$ cat config.mk
export PLATFORM = sky130hd
export DESIGN_NAME = thermal_load_power_mode_governor
export DESIGN_NICKNAME = d
export VERILOG_FILES = /design/src/hdl/tlpmg_pkg.sv /design/src/hdl/thermal_load_power_mode_governor.sv
export SDC_FILE = /design/constraint.sdc
export NUM_CORES = 1
export LEC_CHECK = 0
export BUFFER_PORTS_ARGS = -buffer_cell sky130_fd_sc_hd__buf_4
export CAP_MARGIN = 0
export CORE_MARGIN = 2
export CORE_UTILIZATION = 63
export CTS_CLUSTER_DIAMETER = 40
export CTS_CLUSTER_SIZE = 12
export DETAILED_ROUTE_END_ITERATION = 7
export PLACE_DENSITY = 0.85
export RECOVER_POWER = 100
export SETUP_SLACK_MARGIN = 0.4
export SYNTH_ARGS = -nofsm -noshare
export SYNTH_HDL_FRONTEND = slang
export SYNTH_SLANG_ARGS = --single-unit
$ cat constraint.sdc
create_clock -name clk -period 17.4 [get_ports clk]
set_clock_uncertainty 0.1 [all_clocks]
set_input_delay 1.74 -clock clk [delete_from_list [all_inputs] [get_ports clk]]
set_output_delay 1.74 -clock clk [all_outputs]
set_load 0.05 [all_outputs]
$ cat src/hdl/tlpmg_pkg.sv
package tlpmg_pkg;

    // Field widths
    localparam int LoadW     = 16;
    localparam int TccW      = 8;
    localparam int OffsetW   = 7;
    localparam int TempW     = 7;
    localparam int ModeW     = 2;
    localparam int CountW    = 4;
    localparam int CoolW     = 8;
    localparam int EppW      = 8;
    localparam int CfgIndexW = 3;
    localparam int CfgDataW  = 16;

    // Power mode codes
    localparam logic [ModeW-1:0] MODE_LOW   = 2'd0;
    localparam logic [ModeW-1:0] MODE_HEAVY = 2'd1;
    localparam logic [ModeW-1:0] MODE_COOL  = 2'd2;

    // Configuration register indexes
    localparam logic [CfgIndexW-1:0] CFG_TEMP_HIGH      = 3'd0;
    localparam logic [CfgIndexW-1:0] CFG_TEMP_RECOVERY  = 3'd1;
    localparam logic [CfgIndexW-1:0] CFG_RECOVERY_TICKS = 3'd2;
    localparam logic [CfgIndexW-1:0] CFG_LOAD_THRESHOLD = 3'd3;
    localparam logic [CfgIndexW-1:0] CFG_COOLDOWN_TICKS = 3'd4;
    localparam logic [CfgIndexW-1:0] CFG_EPP_LOW        = 3'd5;
    localparam logic [CfgIndexW-1:0] CFG_EPP_HEAVY      = 3'd6;

    // Configuration reset values
    localparam logic [TempW-1:0]  RST_TEMP_HIGH      = 7'd85;
    localparam logic [TempW-1:0]  RST_TEMP_RECOVERY  = 7'd75;
    localparam logic [CountW-1:0] RST_RECOVERY_TICKS = 4'd3;
    localparam logic [LoadW-1:0]  RST_LOAD_THRESHOLD = 16'd1000;
    localparam logic [CoolW-1:0]  RST_COOLDOWN_TICKS = 8'd5;
    localparam logic [EppW-1:0]   RST_EPP_LOW        = 8'd208;
    localparam logic [EppW-1:0]   RST_EPP_HEAVY      = 8'd128;

    // Activation target sanity window and fallback
    localparam logic [TccW-1:0] TCC_MIN      = 8'd70;
    localparam logic [TccW-1:0] TCC_MAX      = 8'd110;
    localparam logic [TccW-1:0] TCC_FALLBACK = 8'd100;
    localparam logic [CoolW-1:0] COOL_SAT    = 8'hFF;

    // Captured input transaction
    typedef struct packed {
        logic [LoadW-1:0]   load_factor;
        logic [TccW-1:0]    tcc_target;
        logic [OffsetW-1:0] readout_offset;
        logic               reading_valid;
    } tick_t;

    // One result transaction
    typedef struct packed {
        logic [TempW-1:0]  temperature;
        logic [ModeW-1:0]  mode;
        logic              throttled;
        logic [CountW-1:0] recovery_count;
        logic              profile_apply;
        logic              profile_heavy;
        logic [EppW-1:0]   epp_value;
        logic              fan_kick;
    } result_t;

    // Temperature from raw thermal fields; 0 when the reading is unusable
    function automatic logic [TempW-1:0] derive_temp(
        input logic [TccW-1:0]    tcc,
        input logic [OffsetW-1:0] off,
        input logic               valid
    );
        logic [TccW-1:0] target;
        logic [TccW-1:0] diff;
        begin
            target = ((tcc < TCC_MIN) || (tcc > TCC_MAX)) ? TCC_FALLBACK : tcc;
            diff   = target - {1'b0, off};
            if (!valid || ({1'b0, off} > target))
                derive_temp = '0;
            else
                derive_temp = diff[TempW-1:0];
        end
    endfunction

endpackage

$ cat src/hdl/thermal_load_power_mode_governor.sv
// Channel | Handshake            | Payload
// --------+----------------------+---------------------------------------------------
// in      | in_valid / in_stall  | load_factor, tcc_target, readout_offset,
//         |                      | reading_valid
// out     | out_valid / out_stall| temperature, mode, throttled, recovery_count,
//         |                      | profile_apply, profile_heavy, epp_value, fan_kick
// cfg     | cfg_we               | cfg_index, cfg_data
//
// One transaction per cycle sustained while out_stall is low; a tick passes through
// the input register, then the result register, from input accept to result valid.
// Governor state is updated when the captured tick moves into the result register.
// in_stall rises only when the input register is full and the result register
// is held by out_stall. Reset (rst_n, async) restores config and state defaults.
module thermal_load_power_mode_governor (
    input  logic                           clk,
    input  logic                           rst_n,
    // input channel
    input  logic                           in_valid,
    output logic                           in_stall,
    input  logic [tlpmg_pkg::LoadW-1:0]    load_factor,
    input  logic [tlpmg_pkg::TccW-1:0]     tcc_target,
    input  logic [tlpmg_pkg::OffsetW-1:0]  readout_offset,
    input  logic                           reading_valid,
    // output channel
    output logic                           out_valid,
    input  logic                           out_stall,
    output logic [tlpmg_pkg::TempW-1:0]    temperature,
    output logic [tlpmg_pkg::ModeW-1:0]    mode,
    output logic                           throttled,
    output logic [tlpmg_pkg::CountW-1:0]   recovery_count,
    output logic                           profile_apply,
    output logic                           profile_heavy,
    output logic [tlpmg_pkg::EppW-1:0]     epp_value,
    output logic                           fan_kick,
    // configuration
    input  logic                           cfg_we,
    input  logic [tlpmg_pkg::CfgIndexW-1:0] cfg_index,
    input  logic [tlpmg_pkg::CfgDataW-1:0] cfg_data
);
    import tlpmg_pkg::*;

    // Configuration registers
    logic [TempW-1:0]  temp_high_reg;
    logic [TempW-1:0]  temp_recovery_reg;
    logic [CountW-1:0] recovery_ticks_reg;
    logic [LoadW-1:0]  load_threshold_reg;
    logic [CoolW-1:0]  cooldown_ticks_reg;
    logic [EppW-1:0]   epp_low_reg;
    logic [EppW-1:0]   epp_heavy_reg;

    // Governor state
    logic [ModeW-1:0]  power_mode_reg,      power_mode_next;
    logic              clamp_active_reg,    clamp_active_next;
    logic [CountW-1:0] cool_tick_count_reg, cool_tick_count_next;
    logic [CoolW-1:0]  cooldown_count_reg,  cooldown_count_next;

    // Pipeline registers
    logic    tick_valid_reg;
    tick_t   tick_reg;
    logic    res_valid_reg;
    result_t res_reg, res_next;

    logic advance;
    logic in_accept;

    // Result register frees when empty or being taken
    assign advance   = !res_valid_reg || !out_stall;
    assign in_stall  = tick_valid_reg && !advance;
    assign in_accept = in_valid && !in_stall;

    // Configuration writes
    always_ff @(posedge clk or negedge rst_n)
    begin
        if (!rst_n)
        begin
            temp_high_reg      <= RST_TEMP_HIGH;
            temp_recovery_reg  <= RST_TEMP_RECOVERY;
            recovery_ticks_reg <= RST_RECOVERY_TICKS;
            load_threshold_reg <= RST_LOAD_THRESHOLD;
            cooldown_ticks_reg <= RST_COOLDOWN_TICKS;
            epp_low_reg        <= RST_EPP_LOW;
            epp_heavy_reg      <= RST_EPP_HEAVY;
        end
        else if (cfg_we)
        begin
            unique case (cfg_index)
                CFG_TEMP_HIGH:      temp_high_reg      <= cfg_data[TempW-1:0];
                CFG_TEMP_RECOVERY:  temp_recovery_reg  <= cfg_data[TempW-1:0];
                CFG_RECOVERY_TICKS: recovery_ticks_reg <= cfg_data[CountW-1:0];
                CFG_LOAD_THRESHOLD: load_threshold_reg <= cfg_data[LoadW-1:0];
                CFG_COOLDOWN_TICKS: cooldown_ticks_reg <= cfg_data[CoolW-1:0];
                CFG_EPP_LOW:        epp_low_reg        <= cfg_data[EppW-1:0];
                CFG_EPP_HEAVY:      epp_heavy_reg      <= cfg_data[EppW-1:0];
                default: ;
            endcase
        end
    end

    // Tick evaluation: clamp first, then the load machine
    always_comb
    begin
        logic [TempW-1:0]  temp;
        logic              heavy_load;
        logic              apply;
        logic              heavy;
        logic [CountW-1:0] cool_inc;

        temp       = derive_temp(tick_reg.tcc_target, tick_reg.readout_offset,
                                 tick_reg.reading_valid);
        heavy_load = tick_reg.load_factor < load_threshold_reg;
        apply      = 1'b0;
        heavy      = 1'b0;

        power_mode_next      = power_mode_reg;
        clamp_active_next    = clamp_active_reg;
        cool_tick_count_next = cool_tick_count_reg;
        cooldown_count_next  = cooldown_count_reg;

        // Clamp engage
        if ((temp >= temp_high_reg) && !clamp_active_reg)
        begin
            clamp_active_next    = 1'b1;
            cool_tick_count_next = '0;
            power_mode_next      = MODE_LOW;
            apply                = 1'b1;
        end

        // Clamp recovery counting
        cool_inc = cool_tick_count_next + 1'b1;
        if (clamp_active_next)
        begin
            if (temp < temp_recovery_reg)
            begin
                if (cool_inc >= recovery_ticks_reg)
                begin
                    clamp_active_next    = 1'b0;
                    cool_tick_count_next = '0;
                end
                else
                begin
                    cool_tick_count_next = cool_inc;
                end
            end
            else
            begin
                cool_tick_count_next = '0;
            end
        end

        // Load machine, only while unclamped
        if (!clamp_active_next)
        begin
            case (power_mode_next)
                MODE_LOW:
                begin
                    if (heavy_load)
                    begin
                        power_mode_next = MODE_HEAVY;
                        apply           = 1'b1;
                        heavy           = 1'b1;
                    end
                end
                MODE_HEAVY:
                begin
                    if (!heavy_load)
                    begin
                        power_mode_next     = MODE_COOL;
                        cooldown_count_next = '0;
                    end
                end
                MODE_COOL:
                begin
                    if (heavy_load)
                    begin
                        power_mode_next     = MODE_HEAVY;
                        cooldown_count_next = '0;
                    end
                    else
                    begin
                        if (cooldown_count_reg != COOL_SAT)
                            cooldown_count_next = cooldown_count_reg + 1'b1;
                        if (cooldown_count_next >= cooldown_ticks_reg)
                        begin
                            power_mode_next = MODE_LOW;
                            apply           = 1'b1;
                            heavy           = 1'b0;
                        end
                    end
                end
                default: ;
            endcase
        end

        res_next.temperature    = temp;
        res_next.mode           = power_mode_next;
        res_next.throttled      = clamp_active_next;
        res_next.recovery_count = cool_tick_count_next;
        res_next.profile_apply  = apply;
        res_next.profile_heavy  = apply && heavy;
        res_next.epp_value      = apply ? (heavy ? epp_heavy_reg : epp_low_reg) : '0;
        res_next.fan_kick       = apply && heavy;
    end

    // Input register control
    always_ff @(posedge clk or negedge rst_n)
    begin
        if (!rst_n)
            tick_valid_reg <= 1'b0;
        else if (in_accept)
            tick_valid_reg <= 1'b1;
        else if (advance)
            tick_valid_reg <= 1'b0;
    end

    // Input register payload
    always_ff @(posedge clk)
    begin
        if (in_accept)
        begin
            tick_reg.load_factor    <= load_factor;
            tick_reg.tcc_target     <= tcc_target;
            tick_reg.readout_offset <= readout_offset;
            tick_reg.reading_valid  <= reading_valid;
        end
    end

    // Result valid and governor state
    always_ff @(posedge clk or negedge rst_n)
    begin
        if (!rst_n)
        begin
            res_valid_reg       <= 1'b0;
            power_mode_reg      <= MODE_LOW;
            clamp_active_reg    <= 1'b0;
            cool_tick_count_reg <= '0;
            cooldown_count_reg  <= '0;
        end
        else if (advance)
        begin
            res_valid_reg <= tick_valid_reg;
            if (tick_valid_reg)
            begin
                power_mode_reg      <= power_mode_next;
                clamp_active_reg    <= clamp_active_next;
                cool_tick_count_reg <= cool_tick_count_next;
                cooldown_count_reg  <= cooldown_count_next;
            end
        end
    end

    // Result payload
    always_ff @(posedge clk)
    begin
        if (advance && tick_valid_reg)
            res_reg <= res_next;
    end

    assign out_valid      = res_valid_reg;
    assign temperature    = res_reg.temperature;
    assign mode           = res_reg.mode;
    assign throttled      = res_reg.throttled;
    assign recovery_count = res_reg.recovery_count;
    assign profile_apply  = res_reg.profile_apply;
    assign profile_heavy  = res_reg.profile_heavy;
    assign epp_value      = res_reg.epp_value;
    assign fan_kick       = res_reg.fan_kick;

endmodule

# [After elaboration in Yosys (flattened, before gate mapping)]
# Index checks and enable logic that the tools add are counted.
[totals] regBits=131 latch_bits=0 mem_bits_rw=0 romBits=0 output_inout_bits=27 elab_cells=109 memories=0
[op_classes] addsub=3 n_mul=0 div_mod_pow=0 order_cmp=8 n_eq_ne=10 n_shift=0 n_mux=36 n_bitwise=1 n_reduce_logical=27
[ops] op="8-bit 2-to-1 mux" n=8
[ops] op="16-bit less-than comparator" n=1
[ops] op="4-bit 2-to-1 mux" n=4
[ops] op="8-bit case mux with 2 select lines" n=1
[ops] op="2-bit AND reduction" n=8
[ops] op="1-bit 2-to-1 mux" n=14
[ops] op="2-bit 2-to-1 mux" n=6
[ops] op="3-bit equality test, second input constant" n=3
[ops] op="8-bit by 1-bit adder with 8-bit output, second input constant" n=1
[ops] op="8-bit greater-or-equal comparator" n=1
[ops] op="7-bit by 8-bit > comparator with 1-bit output" n=1
[ops] op="8-bit by 7-bit > comparator with 1-bit output, second input constant" n=1
[ops] op="8-bit by 7-bit less-than comparator with 1-bit output, second input constant" n=1
[ops] op="8-bit != test, second input constant" n=1
[ops] op="7-bit greater-or-equal comparator" n=1
[ops] op="7-bit less-than comparator" n=1
[ops] op="7-bit 2-to-1 mux" n=1
[ops] op="7-bit subtractor" n=1
[ops] op="3-bit by 2-bit equality test with 1-bit output, second input constant" n=2
[ops] op="1-bit zero test" n=6
[ops] op="2-bit case mux with 3 select lines" n=1
[ops] op="1-bit logical AND" n=5
[ops] op="5-bit AND reduction" n=1
[ops] op="4-bit by 1-bit adder with 4-bit output, second input constant" n=1
[ops] op="11 further kinds" n=14

# [Depth between registers and ports, before layout]
[depth] word_depth=21 ltp_mapped=27 mapped_depth_nobuf=26

# [Worst setup path before layout]
# Ideal clock, no wire load.
[synth_timing] path_type="flip-flop to flip-flop" from="register tick_reg[10] in the netlist's numbering" to="register res_reg, in the netlist epp_value[0] (data pin)" setup_time_ns=0.257 t_arrival_ns=5.861 setup_slack_ns=11.183 stages_incl_launch_ff=26 path_buffers=1 path_cell_list="edfxtp_1 > a41o_1 > a2111oi_1 > nand2_1 > inv_1 > ha_1 > a211o_1 > o211ai_2 > a31oi_4 > or2_2 > ha_1 > nand2b_1 > a21o_1 > a21o_1 > a221oi_2 > or2_2 > and2_1 > ha_1 > ha_1 > o21ai_0 > a211oi_4 > o311ai_4 > a211oi_2 > buf_6 > mux2i_1 > nor2_1"
[synth_between] elab_chain_len=16 elab_cells_between_ends=30
[synth_lines] item="start: declaration" line="thermal_load_power_mode_governor.sv:59" source="tick_t tick_reg;"
[synth_lines] item="8-bit by 7-bit less-than comparator with 1-bit output or 8-bit by 7-bit > comparator with 1-bit output (tied branches)" line="tlpmg_pkg.sv:73" source="target = ((tcc < TCC_MIN) || (tcc > TCC_MAX)) ? TCC_FALLBACK : tcc;"
[synth_lines] item="1-bit logical OR" line="tlpmg_pkg.sv:73"
[synth_lines] item="8-bit 2-to-1 mux (*)" line="tlpmg_pkg.sv:73"
[synth_lines] item="7-bit by 8-bit > comparator with 1-bit output" line="tlpmg_pkg.sv:75" source="if (!valid || ({1'b0, off} > target))"
[synth_lines] item="1-bit logical OR" line="tlpmg_pkg.sv:75"
[synth_lines] item="7-bit 2-to-1 mux (*)" line="tlpmg_pkg.sv:75"
[synth_lines] item="7-bit greater-or-equal comparator" line="thermal_load_power_mode_governor.sv:120" source="if ((temp >= temp_high_reg) && !clamp_active_reg)"
[synth_lines] item="1-bit logical AND" line="thermal_load_power_mode_governor.sv:120"
[synth_lines] item="4-bit 2-to-1 mux" line="thermal_load_power_mode_governor.sv:120"
[synth_lines] item="4-bit by 1-bit adder with 4-bit output" line="thermal_load_power_mode_governor.sv:129" source="cool_inc = cool_tick_count_next + 1'b1;"
[synth_lines] item="4-bit greater-or-equal comparator" line="thermal_load_power_mode_governor.sv:134" source="if (cool_inc >= recovery_ticks_reg)"
[synth_lines] item="1-bit 2-to-1 mux" line="thermal_load_power_mode_governor.sv:134"
[synth_lines] item="1-bit 2-to-1 mux" line="thermal_load_power_mode_governor.sv:132" source="if (temp < temp_recovery_reg)"
[synth_lines] item="1-bit 2-to-1 mux" line="thermal_load_power_mode_governor.sv:130" source="if (clamp_active_next)"
[synth_lines] item="1-bit 2-to-1 mux" line="thermal_load_power_mode_governor.sv:151" source="if (!clamp_active_next)"
[synth_lines] item="8-bit 2-to-1 mux" line="thermal_load_power_mode_governor.sv:200" source="res_next.epp_value = apply ? (heavy ? epp_heavy_reg : epp_low_reg) : '0;"
[synth_lines] item="end signal: assignment" line="thermal_load_power_mode_governor.sv:255" source="res_reg <= res_next;"
[synth_lines] item="end: declaration" line="thermal_load_power_mode_governor.sv:61" source="result_t res_reg, res_next;"
# Every way passes the cells marked *; elsewhere a longest branch is shown, timed or not.
# A chain may end at the register's enable or synchronous reset.

# [Worst setup path after layout]
[layout_timing] from="register tick_reg[10] in the netlist's numbering" to="register res_reg, in the netlist epp_value[7] (data pin)"
# Same word-level chain as after synthesis.

==> run metrics <==
outcome finished, violations left; failing checks max-capacitance violations, max-slew violations; CP bufs+invs 0; Worst Setup Start Kind register; main flop type after synthesis edfxtp_1; setup slack, reg-to-reg 8.05 ns; setup TNS 0 ns; Crit. End Element register; P_leak 0.00359 uW; Final Max Tran Viols 119; top-count cell post-synth inv_1; Clock Latency Late Sink 0.54 ns; Worst Path Max Fanout 10; Synth Cell Area 6860 um2; H-tree levels 4; die height 108 um; min Tclk post-route 9.35 ns; post-CTS sizing 0; Req. time, crit path 17.58 ns; crit path DAT 9.53 ns; Row Count 38; Largest register FFs 32; Detailed Route Iter0 Violations 201; Least-Margin Pin Slew 4.03 ns; TritonCTS clock tree done; critical path's top delay family compound AO/OA/AOI/OAI gates; Root Driver clkbuf_8; peak supply drop 0.110 mV; Worst-path clk slew 0.06 ns; routability cong. 0.882; maximum number of pins on one net before global-route repair 76; final hold viol count 0; fin util 0.743; Yosys top cell area share 0.245; average wire per standard cell 16.8 um; PD cells 143 nW/um2; switching portion of total power 0.345; FF+latch count, synth 131; Hold-fix buffers, CTS 0; combinational group share of total power 0.311; Final HPWL DP 9800 um; crit-path most repeated cell ha_1; first-pass GRT wire length 22,700 um; ratio of cells with drive above 1 in the final layout 0.229; max-cap violation count 3; Largest stage delay, worst path 1.62 ns; biggest area consumer among synthesized cells edfxtp_1; vias per inst 5.68; RSZ-0062 raised after global routing no; Mapped Nets 691; DRT Wirelength 13,800 um; Crit Path Class register to register; GRT overflow 0; Initial Util 0.638; CTS Buffer Depth 2; DR DRC count 0; Layout Nets 783; slowest stage cell, crit path a211oi_1; # IOs 83; Post-Synthesis Cells 575; Fill cells 747; clock tree sinks 131; diodes inserted 0; FMAX 0.107 GHz; chip width 108 um; part of the power in registers 0.375; Post-synth EDFFs 56; first-pass iteration count of the detailed router 4; NetSw 394 uW; initial antenna violation count 0; Async SR Flop Fraction 0.573; top cells by area, synth edfxtp_1 (25%), dfrtp_1 (19%), ha_1 (11%); die area 11,700 um2; relative slew slack -1.69; Synth cell types 73; Total Routing Usage GR 0.259; vias in the first global route 4,766; share of total power in the clock network 0.315; Area Overhead vs Synth 16.4%; Placeable Area 10,700 um2; HP Class register to register; sequential area share after synthesis 0.523; Avg Inst Size Synth 11.9 um2; Setup-failing EPs final 0; via count 4,660; Routed Antenna Nets 0; crit-path cells a41o_1 > a2111oi_0 > nand2b_1 > ha_1 > nand4_1 > o21bai_2 > a31oi_1 > or2_2 > ha_1 > nand2b_1 > a21o_1 > a21o_1 > a221oi_1 > or2_2 > and2_0 > ha_1 > ha_1 > o21ai_0 > a211oi_1 > o311ai_0 > a211oi_1 > mux2i_1 > nor2_1; Yosys Warn Count 0; cell-internal power 749 uW; # Post-CTS Setup Buffers 0; Port Buffer Count 82; most instantiated cells after synthesis inv_1 (63), ha_1 (59), edfxtp_1 (56), dfrtp_1 (53), nand2_1 (49); cts bufs inserted 17; Final Cycle Share 0.537
## power by group through the flow
stage / logic [uW] / registers [uW] / clock network, uW
6_report: 355 / 428 / 360
5_1_grt: 391 / 435 / 379
4_1_cts: 391 / 429 / 364
3_5_place_dp: 387 / 433 / 0
3_3_place_gp: 368 / 430 / 0
2_1_floorplan: 248 / 475 / 0
## per-layer routing
layer / GRT usage / vias up / routed length [um] / part of all wire
met4: 0.109 / 0 / 311 / 0.023
met2: 0.438 / 126 / 7060 / 0.51
li1: - / 2244 / - / -
met1: 0.318 / 2260 / 5810 / 0.42
met5: 0 / - / 0 / 0
met3: 0.0633 / 30 / 631 / 0.046
## logic make-up after synthesis
family | share of synthesized area
AOI/OAI and AO/OA | 0.128
xor gates and xnor gates | 0.0141
adders and majority gates | 0.111
buffers and inverters | 0.0462
DFF | 0.523
muxes | 0.0768
other | 0.000547
and+or+nand+nor | 0.101
## cells in the final DEF, fill, tap and decap left out, types with 4 or more instances in the layout
master / n
nor3_1: 7
and2_1: 4
nand2_1: 49
mux2i_1: 11
nand3_1: 13
inv_6: 5
a21o_1: 13
dfstp_2: 22
buf_4: 19
clkbuf_4: 33
ha_1: 59
inv_1: 63
clkbuf_16: 18
dfrtp_1: 53
xor2_1: 4
o21ai_0: 29
a21oi_1: 8
xnor2_1: 7
nand4_1: 7
a211oi_1: 7
o31ai_1: 7
edfxtp_1: 56
nand2b_1: 9
clkbuf_1: 33
nor2_1: 31
mux2_2: 36
## layout make-up
type / instances / area [um2] / area share
repair buffers: 84 / 510 / 0.0640
flip-flops and latches: 131 / 3590 / 0.449
well taps: 140 / 175 / 0.0220
clock buffers: 20 / 468 / 0.0586
clock inverters: 12 / 138 / 0.0172
multi-input cells: 367 / 2850 / 0.358
inverters: 66 / 248 / 0.0310
## metrics by stage
stage / setup slack [ns] / hold slack (ns) / total power (uW) / instances / cell area [um2]
floorplan: 11.18 / 0.371 / 723 / 575 / 6860
global placement: 10.36 / 0.386 / 798 / 788 / 7590
detailed placement: 9.97 / 0.396 / 819 / 788 / 7590
CTS: 9.89 / 0.408 / 1180 / 820 / 8200
global route: 7.42 / 0.427 / 1200 / 820 / 7980
finish: 8.05 / 0.412 / 1140 / 820 / 7980
## worst reg2reg max path, delay by kind of cell, from the launching register on
family	cells	cell delay, ns
AO/OA/AOI/OAI	11	5.70
adder cells (fa/ha/maj)	4	1.21
flip-flops	1	0.41
multiplexers	1	0.36
AND/OR/NAND/NOR	7	1.32
## final timing paths
path / to / start / depth (start not counted)
min in group asynchronous: cooldown_count_reg[2] / rst_n / 1
max in group asynchronous: out_valid / rst_n / 1
min: epp_heavy_reg[2] / epp_heavy_reg[2] / 1
min reg2reg: epp_heavy_reg[2] / epp_heavy_reg[2] / 1
max: epp_value[7] / tick_reg[10] / 23
max reg2reg: epp_value[7] / tick_reg[10] / 23
No activity file was read; power rests on OpenSTA's default activity.
